### config.mk
export PLATFORM = sky130hd
export DESIGN_NAME = sfa_alu
export DESIGN_NICKNAME = d
export VERILOG_FILES = /design/src/sv/segment_fit_allocator_defines.svh /design/src/sv/sfa_pkg.sv /design/src/sv/sfa_alu.sv
export SDC_FILE = /design/constraint.sdc
export NUM_CORES = 1
export LEC_CHECK = 0
export BUFFER_PORTS_ARGS = -buffer_cell sky130_fd_sc_hd__buf_4
export CAP_MARGIN = 10
export CORE_ASPECT_RATIO = 1.25
export CORE_MARGIN = 2
export CORE_UTILIZATION = 51
export DETAILED_ROUTE_END_ITERATION = 6
export PLACE_DENSITY = 0.86
export SLEW_MARGIN = 5
export SYNTH_ARGS = -nofsm -noshare
export SYNTH_HDL_FRONTEND = slang
export SYNTH_SLANG_ARGS = --single-unit
### constraint.sdc
create_clock -name vclk -period 5.85
set_input_delay 0.2925 -clock vclk [all_inputs]
set_output_delay 0.2925 -clock vclk [all_outputs]
set_load 0.005 [all_outputs]
### src/sv/segment_fit_allocator_defines.svh
// assertion helpers used by segment_fit_allocator.sv
`ifndef SEGMENT_FIT_ALLOCATOR_DEFINES_SVH
`define SEGMENT_FIT_ALLOCATOR_DEFINES_SVH

// same-cycle implication, sampled on clk, off while arst_n is low
`define SFA_ASSERT_NOW(label, ante, cons) \
	label: assert property (@(posedge clk) disable iff (!arst_n) (ante) |-> (cons)) \
		else $error("allocator check failed");

// next-cycle implication, sampled on clk, off while arst_n is low
`define SFA_ASSERT_NEXT(label, ante, cons) \
	label: assert property (@(posedge clk) disable iff (!arst_n) (ante) |=> (cons)) \
		else $error("allocator check failed");

`endif

### src/sv/sfa_pkg.sv
package sfa_pkg;

	// opcodes
	localparam logic [1:0] OP_ALLOC   = 2'd0;
	localparam logic [1:0] OP_FREE    = 2'd1;
	localparam logic [1:0] OP_REALLOC = 2'd2;
	localparam logic [1:0] OP_REINIT  = 2'd3;

	// fit strategies
	localparam logic [1:0] FIT_FIRST = 2'd0;
	localparam logic [1:0] FIT_BEST  = 2'd1;
	localparam logic [1:0] FIT_WORST = 2'd2;
	localparam logic [1:0] FIT_UNDEF = 2'd3;

	// result status
	localparam logic [1:0] STAT_OK      = 2'd0;
	localparam logic [1:0] STAT_NOFIT   = 2'd1;
	localparam logic [1:0] STAT_BADADDR = 2'd2;

	// field widths of the words
	localparam int SIZE_W = 13;
	localparam int ADDR_W = 12;

	// flags from the segment evaluation unit
	typedef struct packed {
		logic fits;
		logic take;
		logic hit;
		logic merge;
		logic split_ok;
		logic same_size;
	} sfa_eval_t;

endpackage

### src/sv/sfa_alu.sv
module sfa_alu import sfa_pkg::*; #(
	parameter int AW        = 12,
	parameter int HDR_BYTES = 16
) (
	input  logic [AW-1:0]     ent_start,
	input  logic [AW-1:0]     ent_size,
	input  logic              ent_free,
	input  logic [SIZE_W-1:0] req,
	input  logic [ADDR_W-1:0] addr,
	input  logic [1:0]        strat,
	input  logic              sel_found,
	input  logic [AW-1:0]     sel_size,
	input  logic              pend_free,
	input  logic [AW-1:0]     pend_size,
	output sfa_eval_t         ev,
	output logic [AW-1:0]     merged_size,
	output logic [AW-1:0]     split_start,
	output logic [AW-1:0]     split_size,
	output logic [ADDR_W-1:0] pay_addr,
	output logic [SIZE_W-1:0] copy_len
);

	localparam int CW  = (AW > SIZE_W) ? AW : SIZE_W;
	localparam int CW1 = CW + 1;
	localparam int AW1 = AW + 1;
	localparam int HW  = (AW + 1 > ADDR_W) ? AW + 1 : ADDR_W;

	logic [CW-1:0]  size_w;
	logic [CW-1:0]  req_w;
	logic [CW-1:0]  rem;
	logic [CW:0]    split_sum;
	logic [AW:0]    merge_sum;
	logic [HW-1:0]  pay_full;
	logic           better;

	assign size_w = CW'(ent_size);
	assign req_w  = CW'(req);

	// fit test and strategy compare against the current pick
	assign ev.fits = ent_free && (size_w >= req_w);
	always_comb begin
		unique case (strat)
			FIT_BEST:  better = ent_size < sel_size;
			FIT_WORST: better = ent_size > sel_size;
			default:   better = 1'b0;
		endcase
	end
	assign ev.take = ev.fits && (!sel_found || better);

	// address match on an allocated segment
	assign pay_full = HW'(ent_start) + HW'(HDR_BYTES);
	assign ev.hit   = !ent_free && (pay_full == HW'(addr));
	assign pay_addr = pay_full[ADDR_W-1:0];

	// split of the remainder
	assign rem         = size_w - req_w;
	assign ev.split_ok = ev.fits && (rem >= CW'(HDR_BYTES));
	assign split_size  = AW'(rem - CW'(HDR_BYTES));
	assign split_sum   = CW1'(ent_start) + CW1'(HDR_BYTES) + CW1'(req);
	assign split_start = split_sum[AW-1:0];

	// coalescing with the pending segment
	assign ev.merge  = pend_free && (ent_free || ev.hit);
	assign merge_sum = AW1'(pend_size) + AW1'(HDR_BYTES) + AW1'(ent_size);
	assign merged_size = merge_sum[AW-1:0];

	// reallocate helpers
	assign ev.same_size = size_w == req_w;
	assign copy_len     = (size_w < req_w) ? size_w[SIZE_W-1:0] : req;

endmodule

# --- After elaboration in Yosys (flattened, before gate mapping) ---
# Cells that the tools add are included.
word_totals:
  ff_bits: 0
  inputBits: 78
  output_inout_bits: 67
  wordCells: 27
classes:
  n_addsub: 7
  n_lt_le_gt_ge: 5
  eq_ne: 4
  mux: 2
  reduce_logical: 9
ops:
  columns: ["op", "count"]
  rows:
  - ["12-bit adder", 2]
  - ["12-bit by 5-bit adder with 12-bit output, second input constant", 2]
  - ["12-bit by 5-bit adder with 13-bit output, second input constant", 1]
  - ["12-bit by 13-bit == test with 1-bit output", 1]
  - ["13-bit by 12-bit == test with 1-bit output", 1]
  - ["12-bit by 13-bit greater-or-equal comparator with 1-bit output", 1]
  - ["13-bit by 5-bit greater-or-equal comparator with 1-bit output, second input constant", 1]
  - ["12-bit by 13-bit < comparator with 1-bit output", 1]
  - ["13-bit two-way mux", 1]
  - ["12-bit by 13-bit subtractor with 13-bit output", 1]
  - ["12-bit > comparator", 1]
  - ["12-bit < comparator", 1]
  - ["12-bit by 5-bit subtractor with 12-bit output, second input constant", 1]
  - ["1-bit logical AND", 5]
  - ["2-bit by 1-bit == test with 1-bit output, second input constant", 1]
  - ["2-bit == test, second input constant", 1]
  - ["1-bit zero test", 2]
  - ["1-bit logical OR", 2]
  - ["1-bit case mux with 2 select lines", 1]

# --- Depth between registers and ports, before layout ---
depth:
  ltp_word: 5
  depth_mapped: 12
  depth_no_buf: 12

# --- Worst setup path after synthesis ---
# Ideal clock, no wire load.
synth_timing:
  path_type: "input-to-output"
  startpoint: "input ent_start[1]"
  endpoint: "output split_start[11]"
  arrival_time_ns: 2.514
  required_ns: 5.558
  path_slack_ns: 3.044
  cell_stages: 10
  path_cell_list: "ha_1 ha_1 fa_1 a21o_1 a21oi_1 o21bai_1 a2111oi_1 o31ai_1 a21oi_1 xnor2_1"
synth_between:
  elab_chain_cells: 2
synth_rtl:
  columns: ["element", "line", "source"]
  rows:
  - ["from (decl)", "sfa_alu.sv:5", "input logic [AW-1:0] ent_start,"]
  - ["12-bit by 5-bit adder with 12-bit output", "sfa_alu.sv:59", "assign split_sum = CW1'(ent_start) + CW1'(HDR_BYTES) + CW1'(req);"]
  - ["12-bit adder", "sfa_alu.sv:59", null]
  - ["to (decl)", "sfa_alu.sv:17", "output logic [AW-1:0] split_start,"]
# No other way between the ends.

# --- Worst setup path in the final report ---
layout_timing:
  startpoint: "input ent_size[1]"
  endpoint: "output merged_size[11]"
layout_between:
  elab_chain_cells: 1
layout_rtl:
  columns: ["element", "line", "source"]
  rows:
  - ["from (decl)", "sfa_alu.sv:6", "input logic [AW-1:0] ent_size,"]
  - ["12-bit adder", "sfa_alu.sv:64", "assign merge_sum = AW1'(pend_size) + AW1'(HDR_BYTES) + AW1'(ent_size);"]
  - ["to (decl)", "sfa_alu.sv:16", "output logic [AW-1:0] merged_size,"]
# No other way between the ends.

==> impl_metrics.ini <==
[status]
status = completed

[worst_setup_path]
worstSetupStartpoint = ent_size[1]
critPathKind = primary input to output port
cp_slowest_cell = a2111oi_1
cp.required_ns = 5.56
cpLargestDelayFamily = compound AO/OA/AOI/OAI gates
cp-start-kind = primary input
arrival_ns = 3.04
cp_num_buf_inv = 2
path_cells = buf_4 -> ha_1 -> ha_1 -> fa_1 -> a21o_1 -> a21oi_1 -> o21bai_1 -> a2111oi_1 -> o31ai_1 -> a21oi_1 -> xnor2_1 -> buf_4
cp_max_fo = 5
worst_path_largest_cell_delay_ns = 0.57
endpoint_kind = output port

[grt]
antenna_found_initial = 0
grt_usage = 0.262
grt_max_degree = 25
gr-total-overflow = 0
grt_pass1_vias = 2986
grt_pass1_wl_mm = 13.4

[placement]
dp.cells = 556
dpl_cell_area_mm2 = 0.00392
dp_slack_ns = 2.55
place_congestion = 0.939
io_buffers = 144
dpl.hpwl_mm = 7.58

[route]
wl_per_cell_um = 15.0
first_pass_iters = 4
wirelength_mm = 8.34
vias = 3069
via_per_inst = 5.52
drc = 0
drtAntennaViolNets = 0
drt_iter0_drc = 112

[timing]
relSlewSlack = 0.641
finalSetupViolations = 0
clock.fmax_mhz = 300
worstMarginPinSlew_ns = 0.537
tns_ns = 0
min_period_ns = 3.33
post-route-period-util = 0.570
worst_slack_ns = 2.52
grt_setup_unrepaired = false
finalMaxSlewViolations = 0
final_hold_viol_count = 0

[job]
drv_cap = 0

[cells_and_area]
final_cell_mix = buf_4 (144), ha_1 (71), inv_1 (53), xnor2_1 (35), nand2_1 (20)
stdcell_count = 556
seqCellArea_um2 = 0
diodes = 0
finalNetCount = 646
n_fill_cell = 454
nFlopsAndLatches = 0
multiInputGateArea_mm2 = 0.00256
final_cell_area_mm2 = 0.00392
clockBufferCount = 0
final_common_cell = buf_4
area_growth_syn_to_layout_pct = 38.9
drive_gt1_frac = 0.335

[yosys]
yosysSeqAreaShare = 0
synthTopCellsByArea = ha_1 (31%), xnor2_1 (11%), inv_1 (7.1%)
ys_warn_count = 0
synth.top_cell.area_share = 0.315
syn_area_per_cell_um2 = 7.90
netlist_instances = 357
synth.largest_area_cell = ha_1
synthDistinctLibCells = 59
syn-cell-area_mm2 = 0.00282
synth.net_count = 509

[die]
die_area_mm2 = 0.00615
core-area_mm2 = 0.00537
die_x_um = 70.5
start_util = 0.526
io_pins = 145
num_rows = 30
dieHeight_um = 87.2

[power]
p_switching_mw = 0.236
ir_drop_uv = 77.9
leakagePower_nw = 2.13
internal_power_mw = 0.265
combPwrFrac = 1.000
swShare = 0.471
power.density_mw_per_mm2 = 128
clockPowerShare = 0
seq_power_share = 0

[clocking]
cts_resized = 0
postCtsHoldBufs = 0
cts_setup_buffers = 0

[worst_hold_path]
worstHoldStart = ent_start[0]
hold_path.class = primary input to output port
==> metrics by stage <==
step	utilization	hold slack (ns)	power [mW]
3_3_place_gp	0.730	0.779	0.487
5_1_grt	0.730	0.792	0.549
4_1_cts	0.730	0.781	0.502
3_5_place_dp	0.730	0.781	0.498
2_1_floorplan	-	0.616	0.280
6_report	0.730	0.782	0.501
==> power groups by stage <==
stage / Sequential [mW] / Clock (mW) / Combinational [mW]
2_1_floorplan: 0 / 0 / 0.280
3_3_place_gp: 0 / 0 / 0.487
3_5_place_dp: 0 / 0 / 0.498
4_1_cts: 0 / 0 / 0.502
5_1_grt: 0 / 0 / 0.549
6_report: 0 / 0 / 0.501
==> logic make-up after synthesis <==
family | synth area share
buf+inv | 0.0931
simple gates | 0.128
other cells | 0.00133
fa+ha+maj | 0.336
compound gates | 0.259
mux | 0.00931
xor+xnor | 0.173
==> worst paths after layout <==
check	end	depth (start not counted)	slack (ns)
hold / removal	pay_addr[0]	2	0.78
setup / recovery	merged_size[11]	12	2.52
==> area by class of cell <==
cell class / instances / share of cell area
Tap cell: 64 / 0.0204
Multi-Input combinational cell: 295 / 0.653
Inverter: 53 / 0.0508
Timing Repair Buffer: 144 / 0.276
==> synthesized netlist by cell type (4+ instances only) <==
master,number
a21o_1,10
a21oi_1,19
a31oi_1,4
buf_4,5
ha_1,71
inv_1,53
nand2_1,20
nand3_1,5
nand4_1,8
nor2_1,15
nor3_1,6
o21ai_0,8
o21ai_1,11
o21bai_1,5
o31ai_1,5
xnor2_1,35
xor2_1,19
==> per-layer routing <==
metal / vias up / global-route usage / part of all wire
met5: - / 0 / 0
met4: 0 / 0.0612 / 0.027
met3: 18 / 0.0336 / 0.061
met2: 101 / 0.524 / 0.54
met1: 1410 / 0.288 / 0.37
li1: 1540 / - / -
Note: power is estimated with default switching activity, not from simulation.
