--- src/sv/segment_fit_allocator_defines.svh ---
// assertion helpers used by segment_fit_allocator.sv
`ifndef SEGMENT_FIT_ALLOCATOR_DEFINES_SVH
`define SEGMENT_FIT_ALLOCATOR_DEFINES_SVH

// same-cycle implication, sampled on clk, off while arst_n is low
`define SFA_ASSERT_NOW(label, ante, cons) \
	label: assert property (@(posedge clk) disable iff (!arst_n) (ante) |-> (cons)) \
		else $error("allocator check failed");

// next-cycle implication, sampled on clk, off while arst_n is low
`define SFA_ASSERT_NEXT(label, ante, cons) \
	label: assert property (@(posedge clk) disable iff (!arst_n) (ante) |=> (cons)) \
		else $error("allocator check failed");

`endif

--- src/sv/sfa_ram.sv ---
module sfa_ram #(
	parameter int WIDTH = 8,
	parameter int DEPTH = 16
) (
	input  logic                     clk,
	input  logic                     we,
	input  logic [$clog2(DEPTH)-1:0] waddr,
	input  logic [WIDTH-1:0]         wdata,
	input  logic [$clog2(DEPTH)-1:0] raddr,
	output logic [WIDTH-1:0]         rdata
);

	logic [WIDTH-1:0] mem [DEPTH];

	// one write port, registered read port
	always_ff @(posedge clk) begin
		if (we) begin
			mem[waddr] <= wdata;
		end
		rdata <= mem[raddr];
	end

endmodule

--- config.mk ---
export PLATFORM = sky130hd
export DESIGN_NAME = sfa_ram
export DESIGN_NICKNAME = d
export VERILOG_FILES = /design/src/sv/segment_fit_allocator_defines.svh /design/src/sv/sfa_ram.sv
export SDC_FILE = /design/constraint.sdc
export NUM_CORES = 1
export LEC_CHECK = 0
export BUFFER_PORTS_ARGS = -buffer_cell sky130_fd_sc_hd__buf_2
export CAP_MARGIN = 10
export CORE_ASPECT_RATIO = 1.1
export CORE_MARGIN = 4
export CORE_UTILIZATION = 40
export DETAILED_ROUTE_END_ITERATION = 8
export PLACE_DENSITY_LB_ADDON = 0.1
export SYNTH_ARGS = -nofsm -noshare
export SYNTH_HDL_FRONTEND = slang
export SYNTH_SLANG_ARGS = --single-unit
--- constraint.sdc ---
create_clock -name clk -period 5.9 [get_ports clk]
set_input_delay 1.18 -clock clk [delete_from_list [all_inputs] [get_ports clk]]
set_output_delay 1.18 -clock clk [all_outputs]
set_load 0.01 [all_outputs]
## After elaboration in Yosys (flattened, before gate mapping)

Memory sizes are Yosys's and may differ from the RTL's. A register that Yosys moved wholly into a read port is not among the register bits.
Index checks and enable logic that the tools add are counted.

| word-level totals | value |
|---|---|
| register bits after elaboration | 0 |
| latch bits | 0 |
| memory bits (writable) | 128 |
| memory bits (read-only) | 0 |
| input bits | 18 |
| output and inout port bits | 8 |
| logic and storage cells | 3 |
| memories kept | 1 |

| cells by class | value |
|---|---|
| $add $sub $neg | 0 |
| $mul | 0 |
| div/mod/pow operators | 0 |
| $lt $le $gt $ge | 0 |
| equality and inequality tests | 0 |
| shifts and indexed selects | 0 |
| multiplexer cells | 2 |
| bitwise logic cells | 0 |
| reduce and logical (&&, ||, !) cells | 0 |

Memories:

| memory | depth | width | read ports | clocked after memory_dff | write ports | RTL line | source |
|---|---|---|---|---|---|---|---|
| mem | 16 | 8 | 1 | 1 | 1 | sfa_ram.sv:13 | `logic [WIDTH-1:0] mem [DEPTH];` |

Operators with widths:

| cell | count |
|---|---|
| 1-bit two-way mux | 2 |

## Longest topological paths before layout

Gate-level depths: netlist of the first run.

| depth | value |
|---|---|
| word-level depth | 2 |
| depth in mapped cells | 5 |
| gate-level depth less buffers | 3 |

## Least setup slack after synthesis of the first run

OpenSTA, ideal clock, no wires.

| timing path | value |
|---|---|
| path kind | in2reg |
| from | input waddr[2] |
| to | memory mem[0][0] (enable) |
| setup time | 0.383 ns |
| arrival | 2.290 ns |
| required time | 5.517 ns |
| path slack | 3.227 ns |
| stages on the path | 2 |
| path buffers | 0 |
| cell sequence | or3b_2 > nor3_1 |

RTL lines:

| element | RTL line | source |
|---|---|---|
| start, declared | sfa_ram.sv:7 | `input logic [$clog2(DEPTH)-1:0] waddr,` |
| end, declared | sfa_ram.sv:13 |  |

Straight into the memory's write port.

==> run_summary.xml, run 1 <==
<?xml version="1.0" encoding="UTF-8"?>
<metrics>
  <group name="run_status">
    <metric name="status" unit="">completed</metric>
  </group>
  <group name="cells_and_area">
    <metric name="fillCellCount" unit="">1059</metric>
    <metric name="num-nets-final" unit="">286</metric>
    <metric name="fin_util" unit="%">47.5</metric>
    <metric name="post_route_cells_drive_above_1_share" unit="%">27.8</metric>
    <metric name="area_growth" unit="%">16.2</metric>
    <metric name="post_layout_nonfiller_instances" unit="">438</metric>
    <metric name="antenna_cells" unit="">0</metric>
  </group>
  <group name="floorplanning">
    <metric name="initial_core_util" unit="%">40.9</metric>
    <metric name="ioPinCount" unit="">26</metric>
    <metric name="die_x" unit="µm">116</metric>
    <metric name="die-height" unit="µm">127</metric>
    <metric name="design.die.area" unit="mm²">0.0147</metric>
    <metric name="floorplan.rows" unit="">43</metric>
    <metric name="floorplan.core_area" unit="mm²">0.0126</metric>
  </group>
  <group name="power_and_ir_drop">
    <metric name="internal_power" unit="mW">1.74</metric>
    <metric name="p_leak" unit="nW">1.99</metric>
    <metric name="power.share.combinational" unit="%">4.4</metric>
    <metric name="clock_power_share" unit="%">45.7</metric>
    <metric name="powerDensity" unit="mW/mm²">363</metric>
    <metric name="irDropWorstVdd" unit="mV">0.192</metric>
    <metric name="finalPower" unit="mW">2.17</metric>
    <metric name="switching_share" unit="%">20.2</metric>
    <metric name="power_switching" unit="mW">0.440</metric>
    <metric name="seq_power_share" unit="%">49.9</metric>
  </group>
  <group name="critical_path">
    <metric name="cp_slowest_cell" unit="">mux4_1</metric>
    <metric name="setup.worst_path.class" unit="">input port to flip-flop</metric>
    <metric name="critical_path.startpoint_type" unit="">input port</metric>
    <metric name="critPathTopFamily" unit="">buffers and inverters</metric>
    <metric name="critical_path_required" unit="ns">6.19</metric>
    <metric name="crit_path_end_kind" unit="">flip-flop</metric>
    <metric name="worstPathArrival" unit="ns">2.95</metric>
    <metric name="critPathMaxFanout" unit="">21</metric>
    <metric name="path_buf_inv" unit="">2</metric>
    <metric name="critical-path-max-stage-delay" unit="ns">0.60</metric>
    <metric name="worstPathCellList" unit="">buf_2 &gt; buf_4 &gt; mux4_1 &gt; a22oi_1 &gt; nand2_1</metric>
  </group>
  <group name="route">
    <metric name="first_iter_violations" unit="">138</metric>
    <metric name="wl" unit="µm">9790</metric>
    <metric name="drt_drc_violations_left" unit="">0</metric>
    <metric name="number_of_nets_with_antenna_violations_after_routing" unit="">0</metric>
    <metric name="routed-via-count" unit="">2320</metric>
    <metric name="detail_route.vias_per_cell" unit="">5.30</metric>
    <metric name="drt_pre_antenna_iters" unit="">4</metric>
    <metric name="routedWlPerCell" unit="µm">22.3</metric>
  </group>
  <group name="clock_network">
    <metric name="post_cts.resized_instances" unit="">0</metric>
    <metric name="cts.htree.levels" unit="">4</metric>
    <metric name="post-cts-setup-buffer-count" unit="">0</metric>
    <metric name="tritoncts.num_buffers" unit="">17</metric>
    <metric name="cts_clk_pin_slew_worst_paths" unit="ns">0.05</metric>
    <metric name="tritoncts" unit="">done</metric>
    <metric name="numClockSinks" unit="">136</metric>
    <metric name="ctsRootBufferMaster" unit="">clkbuf_16</metric>
    <metric name="ctsHoldBuffers" unit="">0</metric>
    <metric name="max-clock-path-buffers" unit="">2</metric>
    <metric name="worst_skew_pair.late_latency" unit="ns">0.41</metric>
  </group>
  <group name="placed_design">
    <metric name="post-dp-hpwl" unit="µm">6120</metric>
    <metric name="io_buffers" unit="">25</metric>
    <metric name="place.gp.congestion" unit="">0.717</metric>
    <metric name="dp.cells" unit="">406</metric>
    <metric name="setup_slack_after_placement" unit="ns">2.75</metric>
  </group>
  <group name="logic_synthesis">
    <metric name="synth.yosys.seq_area_share" unit="%">77.8</metric>
    <metric name="synth_area_per_cell" unit="µm²">22.5</metric>
    <metric name="dominantRegCellSynth" unit="">edfxtp_1</metric>
    <metric name="share_of_synthesized_flip_flops_with_an_asynchronous_set_or_reset" unit="%">0</metric>
    <metric name="synth.net_count" unit="">247</metric>
    <metric name="synthMostInstantiatedCell" unit="">edfxtp_1</metric>
    <metric name="yosysWarnings" unit="">0</metric>
    <metric name="ys_seq_elements" unit="">136</metric>
    <metric name="synth_edf_count" unit="">128</metric>
    <metric name="netlist_top_cells_area" unit="">edfxtp_1 (75%), mux4_2 (7.9%), mux4_1 (7.1%)</metric>
    <metric name="post_synth_inst_count" unit="">229</metric>
    <metric name="synthTopCellsByCount" unit="">edfxtp_1 (128), mux4_2 (18), a22oi_1 (16)</metric>
    <metric name="synth.top_cell.area_share" unit="%">74.7</metric>
    <metric name="syn-cell-area" unit="mm²">0.00515</metric>
    <metric name="netlist.top_cell.by_area" unit="">edfxtp_1</metric>
    <metric name="synth.distinct_cells" unit="">19</metric>
  </group>
  <group name="sta">
    <metric name="maxClockFrequency" unit="MHz">376</metric>
    <metric name="skew" unit="ns">0.00541</metric>
    <metric name="period_needed" unit="ns">2.66</metric>
    <metric name="timing.final.crit_share" unit="%">45.1</metric>
    <metric name="tightestPinTransition" unit="ns">1.01</metric>
    <metric name="setup_total_negative_slack" unit="ns">0</metric>
    <metric name="report.final.slew_viol_count" unit="">0</metric>
    <metric name="setup_repair_after_global_routing_missed_its_margin" unit="">no</metric>
    <metric name="setup-violations-final" unit="">0</metric>
    <metric name="timing.final.hold_violations" unit="">0</metric>
    <metric name="maxSlewHeadroom" unit="%">32.4</metric>
    <metric name="final_critical_path_setup_slack" unit="ns">3.24</metric>
  </group>
  <group name="worst_hold_path">
    <metric name="hold_path.class" unit="">flip-flop to flip-flop</metric>
  </group>
  <group name="grt">
    <metric name="grt_overflow_total" unit="">0</metric>
    <metric name="global_route_wire_length_before_repair" unit="µm">15100</metric>
    <metric name="grt_util_met2" unit="%">23.3</metric>
    <metric name="global_route.usage.met3" unit="%">4.78</metric>
    <metric name="first_global_vias" unit="">2531</metric>
    <metric name="grt_start_max_net_pins" unit="">33</metric>
    <metric name="antenna_found_initial" unit="">0</metric>
    <metric name="grt_use_met1" unit="%">19.3</metric>
    <metric name="gr-usage-all-layers" unit="%">14.8</metric>
    <metric name="top_usage_layer" unit="">met2</metric>
  </group>
  <group name="run">
    <metric name="max-cap-violations" unit="">0</metric>
  </group>
</metrics>
path summary, 6_finish.rpt:
| kind | start | to | slack, ns | cells after the start |
|---|---|---|---|---|
| worst max-delay path | raddr[0] | rdata[1] | 3.24 | 5 |
| worst min-delay path | mem[14][1] | rdata[1] | 0.66 | 3 |
| worst max register to register | mem[5][1] | rdata[1] | 4.54 | 3 |
| worst min register to register | mem[14][1] | rdata[1] | 0.66 | 3 |
registers in the layout, indices dropped and copies added (netlist names):
signal / cells
mem: 128
rdata: 8
cells in the final DEF, fill, tap and decap left out, drive strengths merged:
master	netlist	routed
clkinv	0	10
nor3	4	4
clkinvlp	0	2
and2	1	1
nor2b	1	1
nand2b	2	2
edfxtp	128	128
dfxtp	8	8
clkbuf	0	18
a22oi	16	16
nand3	1	1
bufinv	0	2
and2b	1	1
nand3b	2	2
mux4	32	32
nor2	13	13
nand2	9	9
or3b	1	1
buf	7	30
layout make-up:
cell class	instances	area, µm²	share of cell area, %
clock buffers	18	429	7.17
multi-input cells	83	1060	17.7
flip-flops and latches	136	4000	66.9
well taps	157	196	3.28
clock inverters	14	134	2.24
repair buffers	30	163	2.72
per-layer routing:
metal	up-vias	part of all wire, %
met5	-	0
met4	0	1.1
met3	9	3.8
met2	45	50
met1	1209	45
li1	1057	-
worst min-delay path: cells and delay by family (launching register included):
family | cells | cell delay, ns
and+or+nand+nor | 1 | 0.05
muxes | 1 | 0.22
DFF | 1 | 0.31
AOI/OAI and AO/OA | 1 | 0.06
cell families (layout without fill, tap and decap cells):
| logic type | after synthesis | after routing | synth area share [%] |
|---|---|---|---|
| multiplexers | 32 | 32 | 15.0 |
| AND/OR/NAND/NOR | 35 | 35 | 3.18 |
| AO/OA/AOI/OAI | 16 | 16 | 2.33 |
| flip-flops | 136 | 136 | 77.8 |
| buffers and inverters | 10 | 62 | 1.68 |
power groups by stage:
stage                     Combinational, mW  Clock [mW]  Sequential [mW]
after floorplan                      0.0548           0             1.11
after global placement               0.0978           0             1.11
after detailed placement             0.0990           0             1.11
after CTS                            0.0989        1.02             1.09
after global routing                  0.106        1.06             1.09
final                                0.0961       0.993             1.09
metrics by stage:
stage | hold slack [ns] | cell area, µm²
finish | 0.665 | 5980
floorplan | 0.629 | 5150
global route | 0.719 | 5980
detailed placement | 0.658 | 5420
CTS | 0.666 | 5980
global placement | 0.653 | 5420
No activity file was read; power rests on OpenSTA's default activity.
==> inputs of run 2 (changes only) <==
==> constraint.sdc (replaced) <==
create_clock -name clk -period 2.18 [get_ports clk]
set_input_delay 0.436 -clock clk [delete_from_list [all_inputs] [get_ports clk]]
set_output_delay 0.436 -clock clk [all_outputs]
set_load 0.01 [all_outputs]
==> run 2 against run 1 <==
Net effect:
- via count up 4.5%
- non-clock buffer count up 17
- cell area up 3.0%
- critical endpoint is now rdata[5]
- critical path type unchanged
- largest power group unchanged
==> run_summary.xml, run 2 (synthesized netlist as in run 1, its figures left out) <==
<?xml version="1.0" encoding="UTF-8"?>
<metrics>
  <group name="route">
    <metric name="wl_met2" unit="µm">5020</metric>
    <metric name="route.top_layer_used" unit="">met4</metric>
    <metric name="wl" unit="µm">10200</metric>
    <metric name="detail_route.vias_per_cell" unit="">5.34</metric>
    <metric name="routed-via-count" unit="">2424</metric>
    <metric name="wl_met3" unit="µm">312</metric>
    <metric name="first_iter_violations" unit="">154</metric>
    <metric name="number_of_nets_with_antenna_violations_after_routing" unit="">0</metric>
    <metric name="drt_drc_violations_left" unit="">0</metric>
    <metric name="routedWlPerCell" unit="µm">22.6</metric>
    <metric name="met1_length" unit="µm">4760</metric>
    <metric name="drt_pre_antenna_iters" unit="">4</metric>
  </group>
  <group name="grt">
    <metric name="gr-usage-all-layers" unit="%">15.4</metric>
    <metric name="grt_overflow_total" unit="">0</metric>
    <metric name="antenna_found_initial" unit="">0</metric>
    <metric name="grt_start_max_net_pins" unit="">23</metric>
    <metric name="first_global_vias" unit="">2505</metric>
    <metric name="global_route_wire_length_before_repair" unit="µm">15800</metric>
  </group>
  <group name="clock_network">
    <metric name="max-clock-path-buffers" unit="">2</metric>
    <metric name="tritoncts" unit="">done</metric>
    <metric name="ctsRootBufferMaster" unit="">clkbuf_16</metric>
    <metric name="post_cts.resized_instances" unit="">0</metric>
    <metric name="cts_clk_pin_slew_worst_paths" unit="ns">0.06</metric>
    <metric name="cts.htree.levels" unit="">4</metric>
    <metric name="worst_skew_pair.late_latency" unit="ns">0.41</metric>
    <metric name="numClockSinks" unit="">136</metric>
    <metric name="tritoncts.num_buffers" unit="">17</metric>
    <metric name="post-cts-setup-buffer-count" unit="">0</metric>
    <metric name="ctsHoldBuffers" unit="">0</metric>
  </group>
  <group name="sta">
    <metric name="setup_total_negative_slack" unit="ns">0</metric>
    <metric name="maxSlewHeadroom" unit="%">72.5</metric>
    <metric name="tightestPinTransition" unit="ns">0.412</metric>
    <metric name="skew" unit="ns">0.0140</metric>
    <metric name="final_hold_slack" unit="ns">0.407</metric>
    <metric name="timing.final.crit_share" unit="%">69.3</metric>
    <metric name="timing.final.hold_violations" unit="">0</metric>
    <metric name="period_needed" unit="ns">1.51</metric>
    <metric name="final_critical_path_setup_slack" unit="ns">0.668</metric>
    <metric name="setup-violations-final" unit="">0</metric>
    <metric name="report.final.slew_viol_count" unit="">0</metric>
    <metric name="setup_repair_after_global_routing_missed_its_margin" unit="">no</metric>
    <metric name="maxClockFrequency" unit="MHz">661</metric>
  </group>
  <group name="cells_and_area">
    <metric name="post_route_cells_drive_above_1_share" unit="%">31.3</metric>
    <metric name="top_regs" unit="">mem (128), rdata (8)</metric>
    <metric name="largest_reg_flops" unit="">128</metric>
    <metric name="leading_cell_type_in_the_layout_fill_and_taps_excluded" unit="">edfxtp_1</metric>
    <metric name="area_growth" unit="%">19.7</metric>
    <metric name="num-nets-final" unit="">303</metric>
    <metric name="antenna_cells" unit="">0</metric>
    <metric name="post_layout_nonfiller_instances" unit="">454</metric>
    <metric name="post-route-cell-area" unit="mm²">0.00616</metric>
    <metric name="registers.top_by_ff_count" unit="">mem</metric>
    <metric name="fillCellCount" unit="">1044</metric>
    <metric name="fin_util" unit="%">49.0</metric>
    <metric name="mostFrequentLayoutCells" unit="">edfxtp_1 (128), buf_2 (25), buf_4 (20)</metric>
  </group>
  <group name="critical_path">
    <metric name="critPathMaxFanout" unit="">16</metric>
    <metric name="critical-path-max-stage-delay" unit="ns">0.59</metric>
    <metric name="critical_path.startpoint_type" unit="">input port</metric>
    <metric name="setup.worst_path.class" unit="">input port to flip-flop</metric>
    <metric name="worstPathCellList" unit="">buf_2 &gt; buf_4 &gt; mux4_1 &gt; a22oi_1 &gt; nand2_1</metric>
    <metric name="path_buf_inv" unit="">2</metric>
    <metric name="crit_path_end_kind" unit="">flip-flop</metric>
    <metric name="critical_path_required" unit="ns">2.47</metric>
    <metric name="cp_slowest_cell" unit="">mux4_1</metric>
    <metric name="critPathTopFamily" unit="">multiplexers</metric>
    <metric name="worstPathArrival" unit="ns">1.80</metric>
  </group>
  <group name="floorplanning">
    <metric name="floorplan.rows" unit="">43</metric>
    <metric name="initial_core_util" unit="%">40.9</metric>
    <metric name="ioPinCount" unit="">26</metric>
    <metric name="die-height" unit="µm">127</metric>
    <metric name="design.die.area" unit="mm²">0.0147</metric>
    <metric name="floorplan.core_area" unit="mm²">0.0126</metric>
    <metric name="die_x" unit="µm">116</metric>
  </group>
  <group name="placed_design">
    <metric name="place.gp.congestion" unit="">0.703</metric>
    <metric name="io_buffers" unit="">25</metric>
    <metric name="dp.cells" unit="">423</metric>
    <metric name="post-dp-hpwl" unit="µm">6730</metric>
    <metric name="setup_slack_after_placement" unit="ns">0.233</metric>
    <metric name="placed_cell_area" unit="mm²">0.00557</metric>
  </group>
  <group name="power_and_ir_drop">
    <metric name="powerDensity" unit="mW/mm²">986</metric>
    <metric name="finalPower" unit="mW">6.08</metric>
    <metric name="irDropWorstVdd" unit="mV">0.389</metric>
    <metric name="p_leak" unit="nW">2.11</metric>
  </group>
  <group name="run_status">
    <metric name="status" unit="">completed</metric>
  </group>
  <group name="run">
    <metric name="max-cap-violations" unit="">0</metric>
  </group>
  <group name="worst_hold_path">
    <metric name="hold_path.class" unit="">input port to flip-flop</metric>
  </group>
</metrics>
run 2: cell count changes in the layout (fill, tap and decap cells not counted):
cell        previous run  this run
clkinv_4               3         0
clkinvlp_4             2         0
buf_4                  5        20
bufinv_16              2         4
clkbuf_1               1         2
buf_12                 0         2
clkinv_2               5         6
run 2: routing by layer:
metal / GRT usage, % / vias up
met5: 0 / -
met1: 21.0 / 1279
met2: 23.5 / 45
li1: - / 1088
met4: 6.55 / 0
met3: 4.17 / 12
run 2: path summary, 6_finish.rpt:
path         startpoint    endpoint  slack, ns  cells after the start
max            raddr[0]    rdata[5]       0.67                      5
min            wdata[6]  mem[10][6]       0.41                      1
max reg2reg  mem[10][1]    rdata[1]       0.80                      3
min reg2reg   mem[7][1]    rdata[1]       0.68                      3
run 2: cell type report:
type | instances | area (µm²) | share of cell area, %
Timing Repair Buffer | 47 | 315 | 5.12
Clock inverter | 12 | 158 | 2.56
Clock buffer | 19 | 433 | 7.02
Sequential cell | 136 | 4000 | 65.0
Tap cell | 157 | 196 | 3.19
Multi-Input combinational cell | 83 | 1060 | 17.2
run 2: power by group:
part           switching [mW]  leakage [nW]  internal [mW]
Combinational           0.157         0.596          0.121
Sequential             0.0178          1.22           2.93
Clock                   0.975         0.295           1.88
Total                    1.15          2.11           4.93
